[config.mk]
export PLATFORM = sky130hd
export DESIGN_NAME = two_button_chord_settings_menu
export DESIGN_NICKNAME = d
export VERILOG_FILES = /design/src/sv/tbcsm_pkg.sv /design/src/sv/two_button_chord_settings_menu.sv /design/src/sv/tbcsm_hold_timer.sv /design/src/sv/tbcsm_adjust.sv
export SDC_FILE = /design/constraint.sdc
export NUM_CORES = 1
export LEC_CHECK = 0
export BUFFER_PORTS_ARGS = -buffer_cell sky130_fd_sc_hd__buf_2
export CAP_MARGIN = 20
export CORE_ASPECT_RATIO = 2
export CORE_UTILIZATION = 60
export DETAILED_ROUTE_END_ITERATION = 6
export PLACE_DENSITY = 0.8
export SETUP_SLACK_MARGIN = 0.3
export SLEW_MARGIN = 10
export SYNTH_ARGS = -nofsm -noshare
export SYNTH_HDL_FRONTEND = slang
export SYNTH_HIERARCHICAL = 1
export SYNTH_SLANG_ARGS = --single-unit
[constraint.sdc]
create_clock -name i_clk -period 9 [get_ports i_clk]
set_clock_uncertainty 0.2 [all_clocks]
set_input_delay 1.8 -clock i_clk [delete_from_list [all_inputs] [get_ports i_clk]]
set_output_delay 1.8 -clock i_clk [all_outputs]
set_load 0.05 [all_outputs]
[src/sv/tbcsm_pkg.sv]
package tbcsm_pkg;

    // Configuration register indexes
    typedef enum logic [2:0] {
        CFG_CHORD_WINDOW = 3'd0,
        CFG_REPEAT       = 3'd1,
        CFG_EXIT_HOLD    = 3'd2,
        CFG_LOCKOUT      = 3'd3,
        CFG_INIT_GAIN    = 3'd4,
        CFG_INIT_NOISE   = 3'd5,
        CFG_INIT_AVG     = 3'd6,
        CFG_INIT_FFT     = 3'd7
    } t_cfg_idx;

    // Selected setting codes
    localparam logic [1:0] SEL_GAIN  = 2'd0;
    localparam logic [1:0] SEL_NOISE = 2'd1;
    localparam logic [1:0] SEL_AVG   = 2'd2;
    localparam logic [1:0] SEL_FFT   = 2'd3;

    localparam logic [3:0]  GAIN_MAX   = 4'd8;
    localparam logic [15:0] NOISE_STEP = 16'd50;
    localparam logic [15:0] NOISE_MAX  = 16'd20000;
    localparam logic [6:0]  AVG_MAX    = 7'd100;
    localparam logic [6:0]  AVG_MIN    = 7'd1;
    localparam logic [31:0] FFT_BASE   = 32'd4096;

    typedef struct packed {
        logic [3:0]  gain_lvl;
        logic [7:0]  gain_code;
        logic [14:0] noise;
        logic [6:0]  avg;
        logic [2:0]  fft_idx;
        logic        gain_mod;
    } t_settings;

    typedef struct packed {
        logic run;   // evaluate the button this poll
        logic clr;   // drop pending and repeat state
    } t_tmr_ctl;

endpackage

[src/sv/two_button_chord_settings_menu.sv]
// Channel   Direction  Handshake             Contents
// in        sink       i_in_valid/o_in_stall  begin, start/reset pressed, now_ms
// out       source     o_out_valid/i_out_stall selected setting and all values, done
// cfg       sink       i_cfg_valid/o_cfg_ready register index and write data
//
// One poll per cycle while the result is not stalled; a poll passes the input
// register, then the result register with the session state beside it.
// Reset (synchronous, active low) restores register defaults, closes the session.
// A stalled result holds the result register and the input register; the input
// side stalls only while both are full. The cfg port is always ready.
module two_button_chord_settings_menu #(
    parameter int FFT_OPTION_COUNT = 5,
    parameter int PARAM_TOTAL      = 4
) (
    input  logic        i_clk,
    input  logic        i_rst_n,
    input  logic        i_in_valid,
    output logic        o_in_stall,
    input  logic        i_begin_req,
    input  logic        i_start_pressed,
    input  logic        i_reset_pressed,
    input  logic [31:0] i_now_ms,
    output logic        o_out_valid,
    input  logic        i_out_stall,
    output logic [1:0]  o_param_sel,
    output logic [3:0]  o_gain_lvl,
    output logic [7:0]  o_gain_code,
    output logic [14:0] o_noise_tenths,
    output logic [6:0]  o_avg_count,
    output logic [16:0] o_fft_points,
    output logic        o_gain_changed,
    output logic        o_done_res,
    input  logic        i_cfg_valid,
    output logic        o_cfg_ready,
    input  logic [2:0]  i_cfg_index,
    input  logic [16:0] i_cfg_data
);

    localparam logic [1:0] SelLast = 2'(PARAM_TOTAL - 1);
    localparam logic [2:0] FftLast = 3'(FFT_OPTION_COUNT - 1);

    // configuration
    logic [15:0] r_chord_ms, r_repeat_ms, r_exit_ms, r_lock_ms;
    logic [7:0]  r_init_gain;
    logic [14:0] r_init_noise;
    logic [6:0]  r_init_avg;
    logic [16:0] r_init_fft;

    // input register
    logic        r_s1_valid;
    logic        r_s1_begin, r_s1_dec, r_s1_inc;
    logic [31:0] r_s1_now;

    // session state
    logic                 r_session_on, n_session_on;
    logic [1:0]           r_sel, n_sel;
    tbcsm_pkg::t_settings r_set, n_set, adj_set, load_set;
    logic                 r_combo, n_combo;
    logic [31:0]          r_combo_since, n_combo_since;
    logic                 r_lockout_on, n_lockout_on;
    logic [31:0]          r_lock_since, n_lock_since;

    // result register
    logic                 r_out_valid;
    logic [1:0]           r_out_sel;
    tbcsm_pkg::t_settings r_out_set;
    logic                 r_out_done;

    logic                 adv, accept, proc;
    logic                 done, locked;
    tbcsm_pkg::t_tmr_ctl  ctl_c, tmr_ctl;
    logic                 inc_fire, dec_fire;
    logic [2:0]           load_fft_idx;
    logic [31:0]          fft_wide;

    assign adv        = !r_out_valid || !i_out_stall;
    assign o_in_stall = r_s1_valid && !adv;
    assign accept     = i_in_valid && !o_in_stall;
    assign proc       = r_s1_valid && adv;
    assign o_cfg_ready = 1'b1;

    always_ff @(posedge i_clk) begin
        if (!i_rst_n) begin
            r_chord_ms   <= 16'd180;
            r_repeat_ms  <= 16'd200;
            r_exit_ms    <= 16'd1500;
            r_lock_ms    <= 16'd2000;
            r_init_gain  <= 8'd0;
            r_init_noise <= 15'd1000;
            r_init_avg   <= 7'd4;
            r_init_fft   <= 17'd65536;
        end else if (i_cfg_valid) begin
            unique case (tbcsm_pkg::t_cfg_idx'(i_cfg_index))
                tbcsm_pkg::CFG_CHORD_WINDOW: r_chord_ms   <= i_cfg_data[15:0];
                tbcsm_pkg::CFG_REPEAT:       r_repeat_ms  <= i_cfg_data[15:0];
                tbcsm_pkg::CFG_EXIT_HOLD:    r_exit_ms    <= i_cfg_data[15:0];
                tbcsm_pkg::CFG_LOCKOUT:      r_lock_ms    <= i_cfg_data[15:0];
                tbcsm_pkg::CFG_INIT_GAIN:    r_init_gain  <= i_cfg_data[7:0];
                tbcsm_pkg::CFG_INIT_NOISE:   r_init_noise <= i_cfg_data[14:0];
                tbcsm_pkg::CFG_INIT_AVG:     r_init_avg   <= i_cfg_data[6:0];
                tbcsm_pkg::CFG_INIT_FFT:     r_init_fft   <= i_cfg_data;
                default: ;
            endcase
        end
    end

    // map the initial FFT size to an option; lowest match wins, unknown gives the last
    always_comb begin
        load_fft_idx = FftLast;
        for (int i = FFT_OPTION_COUNT - 1; i >= 0; i--) begin
            if ((tbcsm_pkg::FFT_BASE << i) == {15'b0, r_init_fft}) begin
                load_fft_idx = 3'(i);
            end
        end
    end

    always_comb begin
        load_set.gain_lvl  = (r_init_gain[3:0] > tbcsm_pkg::GAIN_MAX)
                           ? tbcsm_pkg::GAIN_MAX : r_init_gain[3:0];
        load_set.gain_code = r_init_gain;
        load_set.noise     = r_init_noise;
        load_set.avg       = r_init_avg;
        load_set.fft_idx   = load_fft_idx;
        load_set.gain_mod  = 1'b0;
    end

    always_comb begin
        n_session_on  = r_session_on;
        n_sel         = r_sel;
        n_combo       = r_combo;
        n_combo_since = r_combo_since;
        n_lockout_on  = r_lockout_on;
        n_lock_since  = r_lock_since;
        done          = 1'b0;
        locked        = 1'b0;
        ctl_c         = '0;
        if (r_s1_begin) begin
            n_sel        = tbcsm_pkg::SEL_GAIN;
            n_combo      = 1'b0;
            n_lockout_on = 1'b0;
            ctl_c.clr    = 1'b1;
            n_session_on = 1'b1;
        end else if (r_session_on) begin
            locked = r_lockout_on && ((r_s1_now - r_lock_since) < {16'b0, r_lock_ms});
            if (r_lockout_on && !locked) n_lockout_on = 1'b0;
            if (locked) begin
                // ignore buttons
            end else if (r_s1_inc && r_s1_dec) begin
                ctl_c.clr = 1'b1;
                if (!r_combo) begin
                    n_combo       = 1'b1;
                    n_combo_since = r_s1_now;
                end else if ((r_s1_now - r_combo_since) >= {16'b0, r_exit_ms}) begin
                    done         = 1'b1;
                    n_session_on = 1'b0;
                    n_combo      = 1'b0;
                    n_lockout_on = 1'b0;
                end
            end else if (r_combo) begin
                // short chord released: next setting, then lock out
                n_combo      = 1'b0;
                n_sel        = (r_sel == SelLast) ? 2'd0 : r_sel + 2'd1;
                n_lockout_on = 1'b1;
                n_lock_since = r_s1_now;
            end else begin
                ctl_c.run = 1'b1;
            end
        end
    end

    assign tmr_ctl = proc ? ctl_c : '0;

    tbcsm_hold_timer u_inc_timer (
        .i_clk       (i_clk),
        .i_rst_n     (i_rst_n),
        .i_ctl       (tmr_ctl),
        .i_held      (r_s1_inc),
        .i_now       (r_s1_now),
        .i_wait_ms   (r_chord_ms),
        .i_repeat_ms (r_repeat_ms),
        .o_fire      (inc_fire)
    );

    tbcsm_hold_timer u_dec_timer (
        .i_clk       (i_clk),
        .i_rst_n     (i_rst_n),
        .i_ctl       (tmr_ctl),
        .i_held      (r_s1_dec),
        .i_now       (r_s1_now),
        .i_wait_ms   (r_chord_ms),
        .i_repeat_ms (r_repeat_ms),
        .o_fire      (dec_fire)
    );

    // only one button can be held when the timers run, so at most one fires
    tbcsm_adjust #(
        .FFT_OPTION_COUNT (FFT_OPTION_COUNT)
    ) u_adjust (
        .i_sel (r_sel),
        .i_up  (inc_fire),
        .i_set (r_set),
        .o_set (adj_set)
    );

    always_comb begin
        if (r_s1_begin) begin
            n_set = load_set;
        end else if (inc_fire || dec_fire) begin
            n_set = adj_set;
        end else begin
            n_set = r_set;
        end
    end

    always_ff @(posedge i_clk) begin
        if (!i_rst_n) begin
            r_s1_valid   <= 1'b0;
            r_out_valid  <= 1'b0;
            r_session_on <= 1'b0;
            r_sel        <= tbcsm_pkg::SEL_GAIN;
            r_set        <= '{gain_lvl: 4'd0, gain_code: 8'd0, noise: 15'd0,
                              avg: 7'd4, fft_idx: 3'd4, gain_mod: 1'b0};
            r_combo      <= 1'b0;
            r_lockout_on <= 1'b0;
        end else begin
            if (accept) begin
                r_s1_valid <= 1'b1;
            end else if (adv) begin
                r_s1_valid <= 1'b0;
            end
            if (adv) r_out_valid <= r_s1_valid;
            if (proc) begin
                r_session_on <= n_session_on;
                r_sel        <= n_sel;
                r_set        <= n_set;
                r_combo      <= n_combo;
                r_lockout_on <= n_lockout_on;
            end
        end
    end

    always_ff @(posedge i_clk) begin
        if (accept) begin
            r_s1_begin <= i_begin_req;
            r_s1_dec   <= i_start_pressed;
            r_s1_inc   <= i_reset_pressed;
            r_s1_now   <= i_now_ms;
        end
        if (proc) begin
            r_combo_since <= n_combo_since;
            r_lock_since  <= n_lock_since;
            r_out_sel     <= n_sel;
            r_out_set     <= n_set;
            r_out_done    <= done;
        end
    end

    assign fft_wide = tbcsm_pkg::FFT_BASE << r_out_set.fft_idx;

    assign o_out_valid    = r_out_valid;
    assign o_param_sel    = r_out_sel;
    assign o_gain_lvl     = r_out_set.gain_lvl;
    assign o_gain_code    = r_out_set.gain_code;
    assign o_noise_tenths = r_out_set.noise;
    assign o_avg_count    = r_out_set.avg;
    assign o_fft_points   = fft_wide[16:0];
    assign o_gain_changed = r_out_set.gain_mod;
    assign o_done_res     = r_out_done;

    a_done_closes: assert property (@(posedge i_clk) disable iff (!i_rst_n)
        r_out_valid && r_out_done |-> !r_session_on)
        else $error("session still open after an exit result");

    a_lock_in_session: assert property (@(posedge i_clk) disable iff (!i_rst_n)
        r_lockout_on |-> r_session_on)
        else $error("lockout active outside a session");

    a_gain_bound: assert property (@(posedge i_clk) disable iff (!i_rst_n)
        r_out_valid |-> o_gain_lvl <= tbcsm_pkg::GAIN_MAX)
        else $error("gain step beyond its limit");

    a_begin_opens: assert property (@(posedge i_clk) disable iff (!i_rst_n)
        proc && r_s1_begin |=> r_session_on && !r_combo && !r_lockout_on)
        else $error("begin request did not open a clean session");

endmodule

[src/sv/tbcsm_hold_timer.sv]
module tbcsm_hold_timer (
    input  logic                i_clk,
    input  logic                i_rst_n,
    input  tbcsm_pkg::t_tmr_ctl i_ctl,
    input  logic                i_held,
    input  logic [31:0]         i_now,
    input  logic [15:0]         i_wait_ms,
    input  logic [15:0]         i_repeat_ms,
    output logic                o_fire
);

    logic        r_pend, r_act;
    logic [31:0] r_since, r_last;
    logic        n_pend, n_act;
    logic [31:0] n_since, n_last;
    logic [31:0] wait_dt, rep_dt;

    assign wait_dt = i_now - r_since;
    assign rep_dt  = i_now - r_last;

    always_comb begin
        n_pend  = r_pend;
        n_act   = r_act;
        n_since = r_since;
        n_last  = r_last;
        o_fire  = 1'b0;
        if (i_ctl.clr) begin
            n_pend = 1'b0;
            n_act  = 1'b0;
        end else if (i_ctl.run) begin
            if (!i_held) begin
                n_pend = 1'b0;
                n_act  = 1'b0;
            end else if (!r_pend && !r_act) begin
                n_pend  = 1'b1;
                n_since = i_now;
            end else if (r_pend && wait_dt >= {16'b0, i_wait_ms}) begin
                n_pend = 1'b0;
                n_act  = 1'b1;
                n_last = i_now;
                o_fire = 1'b1;
            end else if (r_act && rep_dt > {16'b0, i_repeat_ms}) begin
                n_last = i_now;
                o_fire = 1'b1;
            end
        end
    end

    always_ff @(posedge i_clk) begin
        if (!i_rst_n) begin
            r_pend <= 1'b0;
            r_act  <= 1'b0;
        end else begin
            r_pend <= n_pend;
            r_act  <= n_act;
        end
        r_since <= n_since;
        r_last  <= n_last;
    end

endmodule

[src/sv/tbcsm_adjust.sv]
module tbcsm_adjust #(
    parameter int FFT_OPTION_COUNT = 5
) (
    input  logic                 [1:0] i_sel,
    input  logic                       i_up,
    input  tbcsm_pkg::t_settings       i_set,
    output tbcsm_pkg::t_settings       o_set
);

    localparam logic [2:0] FftLast = 3'(FFT_OPTION_COUNT - 1);

    logic [15:0] noise_up;

    assign noise_up = {1'b0, i_set.noise} + tbcsm_pkg::NOISE_STEP;

    always_comb begin
        o_set = i_set;
        unique case (i_sel)
            tbcsm_pkg::SEL_GAIN: begin
                if (i_up) begin
                    if (i_set.gain_lvl < tbcsm_pkg::GAIN_MAX) begin
                        o_set.gain_lvl = i_set.gain_lvl + 4'd1;
                    end
                end else if (i_set.gain_lvl != 4'd0) begin
                    o_set.gain_lvl = i_set.gain_lvl - 4'd1;
                end
                o_set.gain_code = {o_set.gain_lvl, o_set.gain_lvl};
                o_set.gain_mod  = 1'b1;
            end
            tbcsm_pkg::SEL_NOISE: begin
                if (i_up) begin
                    o_set.noise = (noise_up > tbcsm_pkg::NOISE_MAX)
                                ? tbcsm_pkg::NOISE_MAX[14:0] : noise_up[14:0];
                end else if ({1'b0, i_set.noise} < tbcsm_pkg::NOISE_STEP) begin
                    o_set.noise = 15'd0;
                end else begin
                    o_set.noise = i_set.noise - tbcsm_pkg::NOISE_STEP[14:0];
                end
            end
            tbcsm_pkg::SEL_AVG: begin
                if (i_up) begin
                    if (i_set.avg < tbcsm_pkg::AVG_MAX) o_set.avg = i_set.avg + 7'd1;
                end else if (i_set.avg > tbcsm_pkg::AVG_MIN) begin
                    o_set.avg = i_set.avg - 7'd1;
                end
            end
            tbcsm_pkg::SEL_FFT: begin
                if (i_up) begin
                    if (i_set.fft_idx < FftLast) o_set.fft_idx = i_set.fft_idx + 3'd1;
                end else if (i_set.fft_idx != 3'd0) begin
                    o_set.fft_idx = i_set.fft_idx - 3'd1;
                end
            end
            default: o_set = i_set;
        endcase
    end

endmodule
Yosys cells after proc, flatten, opt, wreduce, memory -nomap -nowiden
Index checks and enable logic that the tools add are counted.
{"block": "classes", "add_sub_neg": 15, "n_lt_le_gt_ge": 13, "eq_ne": 21, "shift": 1, "mux": 87, "n_bitwise": 9, "n_reduce_logical": 53}
{"op": "$sub A32 B32 Y32", "n": 6}
{"op": "$mux W32", "n": 4}
{"op": "$ge A32 B16 Y1", "n": 3}
{"op": "$mux W38", "n": 2}
{"op": "$gt A32 B16 Y1", "n": 2}
{"op": "$mux W15", "n": 4}
{"op": "$mux W1", "n": 51}
{"op": "$lt A32 B16 Y1", "n": 1}
{"op": "$mux W7", "n": 4}
{"op": "$mux W3", "n": 8}
{"op": "$reduce_and A2 Y1", "n": 11}
{"op": "$mux W2", "n": 9}
{"op": "$eq A13 B17 Y1 const A", "n": 1}
{"op": "$eq A14 B17 Y1 const A", "n": 1}
{"op": "$eq A15 B17 Y1 const A", "n": 1}
{"op": "$eq A16 B17 Y1 const A", "n": 1}
{"op": "$shl A13 B3 Y17 const A", "n": 1}
{"op": "$add A15 B6 Y16 const B", "n": 1}
{"op": "$gt A16 B15 Y1 const B", "n": 1}
{"op": "$mux W4", "n": 4}
{"op": "$lt A15 B6 Y1 const B", "n": 1}
{"op": "$sub A15 B6 Y15 const B", "n": 1}
{"op": "$eq A3 B3 Y1 const B", "n": 4}
{"op": "$logic_and A1 B1 Y1", "n": 12}
{"op": "other kinds (34)", "n": 65}
{"block": "word_totals", "reg_bits": 428, "input_bits": 60}

Depth between registers and ports, before layout
{"block": "logic_depth", "depth_word": 13, "depth_mapped": 31}

Cells and area by module
The synthesis kept the hierarchy.
{"mod": "two_button_chord_settings_menu", "instances": 1, "cells_per_inst": 1800, "area_each_um2": 16265.6}
{"mod": "tbcsm_hold_timer at u_dec_timer", "instances": 1, "cells_per_inst": 817, "area_each_um2": 6880.3}
{"mod": "tbcsm_hold_timer at u_inc_timer", "instances": 1, "cells_per_inst": 761, "area_each_um2": 6671.4}
{"mod": "tbcsm_adjust", "instances": 1, "cells_per_inst": 305, "area_each_um2": 1894.3}

Worst setup path before layout
Ideal clock, no wire load.
{"block": "synth_path", "path_kind": "register -> register", "from": "register r_s1_now[4]", "to": "register u_dec_timer.r_since[0] (enable)", "setup_ns": 0.502, "t_arrival_ns": 7.267, "required_time_ns": 8.298, "setup_slack_ns": 1.032, "path_stages_with_launch": 17, "period_less_slack_ns": 7.968, "path_cell_list": "edfxtp_1 ha_1 a21o_1 a31o_1 o31a_1 nor3_1 xnor2_1 ha_1 nand4_1 a211o_1 a31oi_1 nor4_1 nand4_1 nor4_4 a2111oi_0 nand2_1 nor4_1"}
{"element": "start, declared", "line_no": "two_button_chord_settings_menu.sv:52", "text": "logic [31:0] r_s1_now;"}
{"element": "start signal, assigned", "line_no": "two_button_chord_settings_menu.sv:247", "text": "r_s1_now <= i_now_ms;"}
{"element": "end signal, assigned", "line_no": "tbcsm_hold_timer.sv:57", "text": "r_since <= n_since;"}
{"element": "end, declared", "line_no": "tbcsm_hold_timer.sv:13", "text": "logic [31:0] r_since, r_last;"}

==> reports/metrics.cfg <==
[layout]
mostFrequentLayoutCells = 510 x nand2_1, 350 x inv_1, 293 x ha_1
fin_nets = 4060
syn_to_final_growth_pct = 7.56
final_area_sq_um = 34100
final_common_cell = nand2_1
final_layout_size_suffix_gt1_share_pct = 8.30
n_fill_cell = 4511

[logic_synthesis]
syn_inst = 3683
synthArstFlopShare_pct = 0
yosysSeqAreaShare_pct = 35.5
yosys_warnings = 6
synth.cell_area_sq_um = 31700
ys.flop_type = edfxtp_1
synth.distinct_cells = 112
syn_avg_cell_area_sq_um = 8.61
ys_seq_elements = 428
synth-edff-count = 268

[sta]
worst_slew_pin_slew_ps = 1060
max_freq_mhz = 129
holdWs_ps = 266
tns_ps = 0
finalHoldViolations = 0
min_period_ps = 7730
rsz0062_at_grt = no
slew_viol_final = 0
final.period_utilization_pct = 85.9
setup_viol = 0
relSlewSlack_pct = 29.0

[placement]
place_congestion = 0.988
place_area_sq_um = 32500
io_buffer_count = 104
hpwl_microns = 71400

[worst_hold_path]
min-delay-start = r_lock_ms[0]
hold_class = reg -> reg

[cts]
cts_num_sinks = 428
clkTransAtPathRegs_ps = 70
htreeDepth = 2
numCtsBuffers = 43
cts_hold_buffers = 0
cts_max_path_buffers = 3
cts_root_buffer = clkbuf_16
tritoncts = done
post_cts_buffers = 0
ctsResizeCount = 0
clk_latency_ps = 590

[route]
antenna_left = 0
drc_errors = 0
routed_via_density = 6.28
firstDrtPassIters = 6
vias = 27597
drt_wl_total_microns = 95600
wire_per_inst_microns = 21.7
drt_iter0_markers = 1880

[critical_path]
r2r-start = r_s1_now[7]
cp-end-kind = register
critPathArrivalTime_ps = 7990
crit_slowest_cell = edfxtp_1
start_kind = register
startpoint = r_s1_now[7]
worst-path-max-fanout = 37
cp_data_required_time_ps = 9260
crit_top_cell = o21ai_0
crit_type = reg -> reg
worst_path_largest_cell_delay_ps = 600

[power_and_ir_drop]
p_total_uw = 4990
p_per_area_nw_per_um2 = 146
vdd_drop_max_mv = 0.198
p_leak_uw = 0.0143

[die]
io_pins = 118
die_x_microns = 165
die_area_sq_um = 53800
die_y_microns = 327
core_sq_um = 52000
initial_utilization_pct = 61.0
rows = 118

[global_route]
grt_start_max_net_pins = 90
grt_pass1_vias = 27374
grt_pass1_wl_microns = 147000
antenna_found_initial = 2
groute.usage.overall_pct = 35.5
grt_remaining_overflow = 0

[run]
maxCapViolCount = 0

[run_status]
status = finished, final reports clean

## state kept, by name (all words and copies together), names as in the netlist, 2 cells and up
signal / flops
r_repeat_ms: 16
r_combo_since: 32
o_avg_count: 7
u_inc_timer/r_last: 32
o_param_sel: 2
r_s1_now: 32
o_gain_lvl: 4
r_lock_since: 32
r_sel: 2
r_chord_ms: 16
r_init_gain: 8
r_set: 38
u_inc_timer/r_since: 32
r_out_set: 3
r_exit_ms: 16
u_dec_timer/r_since: 32
r_init_avg: 7
r_init_fft: 17
o_gain_code: 8
u_dec_timer/r_last: 32
r_init_noise: 15
r_lock_ms: 16
o_noise_tenths: 15
## routing by layer
metal / share of wire, % / global-route usage (%) / up-vias
met4: 9.3 / 29.1 / 2
li1: - / - / 13168
met3: 4.9 / 4.20 / 372
met5: 0.014 / 0 / -
met1: 36 / 37.0 / 13032
met2: 50 / 63.0 / 1023
## per-stage QoR
step / util, % / worst slack (ps) / cells
finish: 65.6 / 1270 / 4397
global route: 65.6 / 621 / 4397
CTS: 65.6 / 1350 / 4393
detailed placement: 62.6 / 1400 / 4313
global placement: 62.6 / 1560 / 4313
floorplan: - / 1030 / 3694
## kinds of logic (layout without fill, tap and decap cells)
family	count (synthesis)	in the layout	share of synthesized area, %
AO/OA/AOI/OAI	1043	1043	22.1
XOR/XNOR	148	148	4.09
adder cells (fa/ha/maj)	299	299	11.9
buffers and inverters	541	583	7.20
flip-flops	428	428	35.5
multiplexers	57	57	1.81
other	2	14	0.0237
AND/OR/NAND/NOR	1165	1165	17.3
## where the power goes
group / switching (uW) / total, uW / leakage [uW] / internal, uW
Combinational: 542 / 846 / 0.00975 / 303
Sequential: 38.7 / 2160 / 0.00376 / 2120
Clock: 836 / 1990 / 0.000752 / 1150
## cell usage after synthesis, drive strengths merged, types with 45 or more instances
cell	count	area, sq um
nand2	510	1910
inv	350	1310
ha	293	3670
a21oi	275	1420
edfxtp	268	8050
nor2	204	768
o21ai	189	950
dfxtp	160	3200
a21boi	136	1020
clkbuf	120	469
xnor2	103	902
a21o	87	658
nand3	86	435
buf	70	497
nand4	64	407
nor3	61	305
mux2i	53	531
o21a	48	360
xor2	45	394
## path summary, 6_finish.rpt
kind	slack (ps)	cells past startpoint	endpoint
max	1270	28	r_set[23]
min	270	2	r_lock_ms[0]
max reg2reg	1270	28	r_set[23]
min reg2reg	270	2	r_lock_ms[0]
## critical path: cells and delay by family, from the launching register on
kind                     cells  cell delay, ps
buffers and inverters        1             420
flip-flops                   1             600
adder cells (fa/ha/maj)      2             750
AND/OR/NAND/NOR             10            2360
XOR/XNOR                     1             180
AO/OA/AOI/OAI               13            2920
multiplexers                 1             150
## area by class of cell
class / count / area (sq um) / share of cell area (%)
clock inverters: 28 / 354 / 1.04
inverters: 351 / 1320 / 3.86
diodes: 1 / 2.50 / 0.00734
multi-input cells: 2725 / 18300 / 53.6
repair buffers: 152 / 896 / 2.63
flip-flops and latches: 428 / 11300 / 33.0
clock buffers: 52 / 1180 / 3.47
well taps: 660 / 826 / 2.42
No activity file was read; power rests on OpenSTA's default activity.
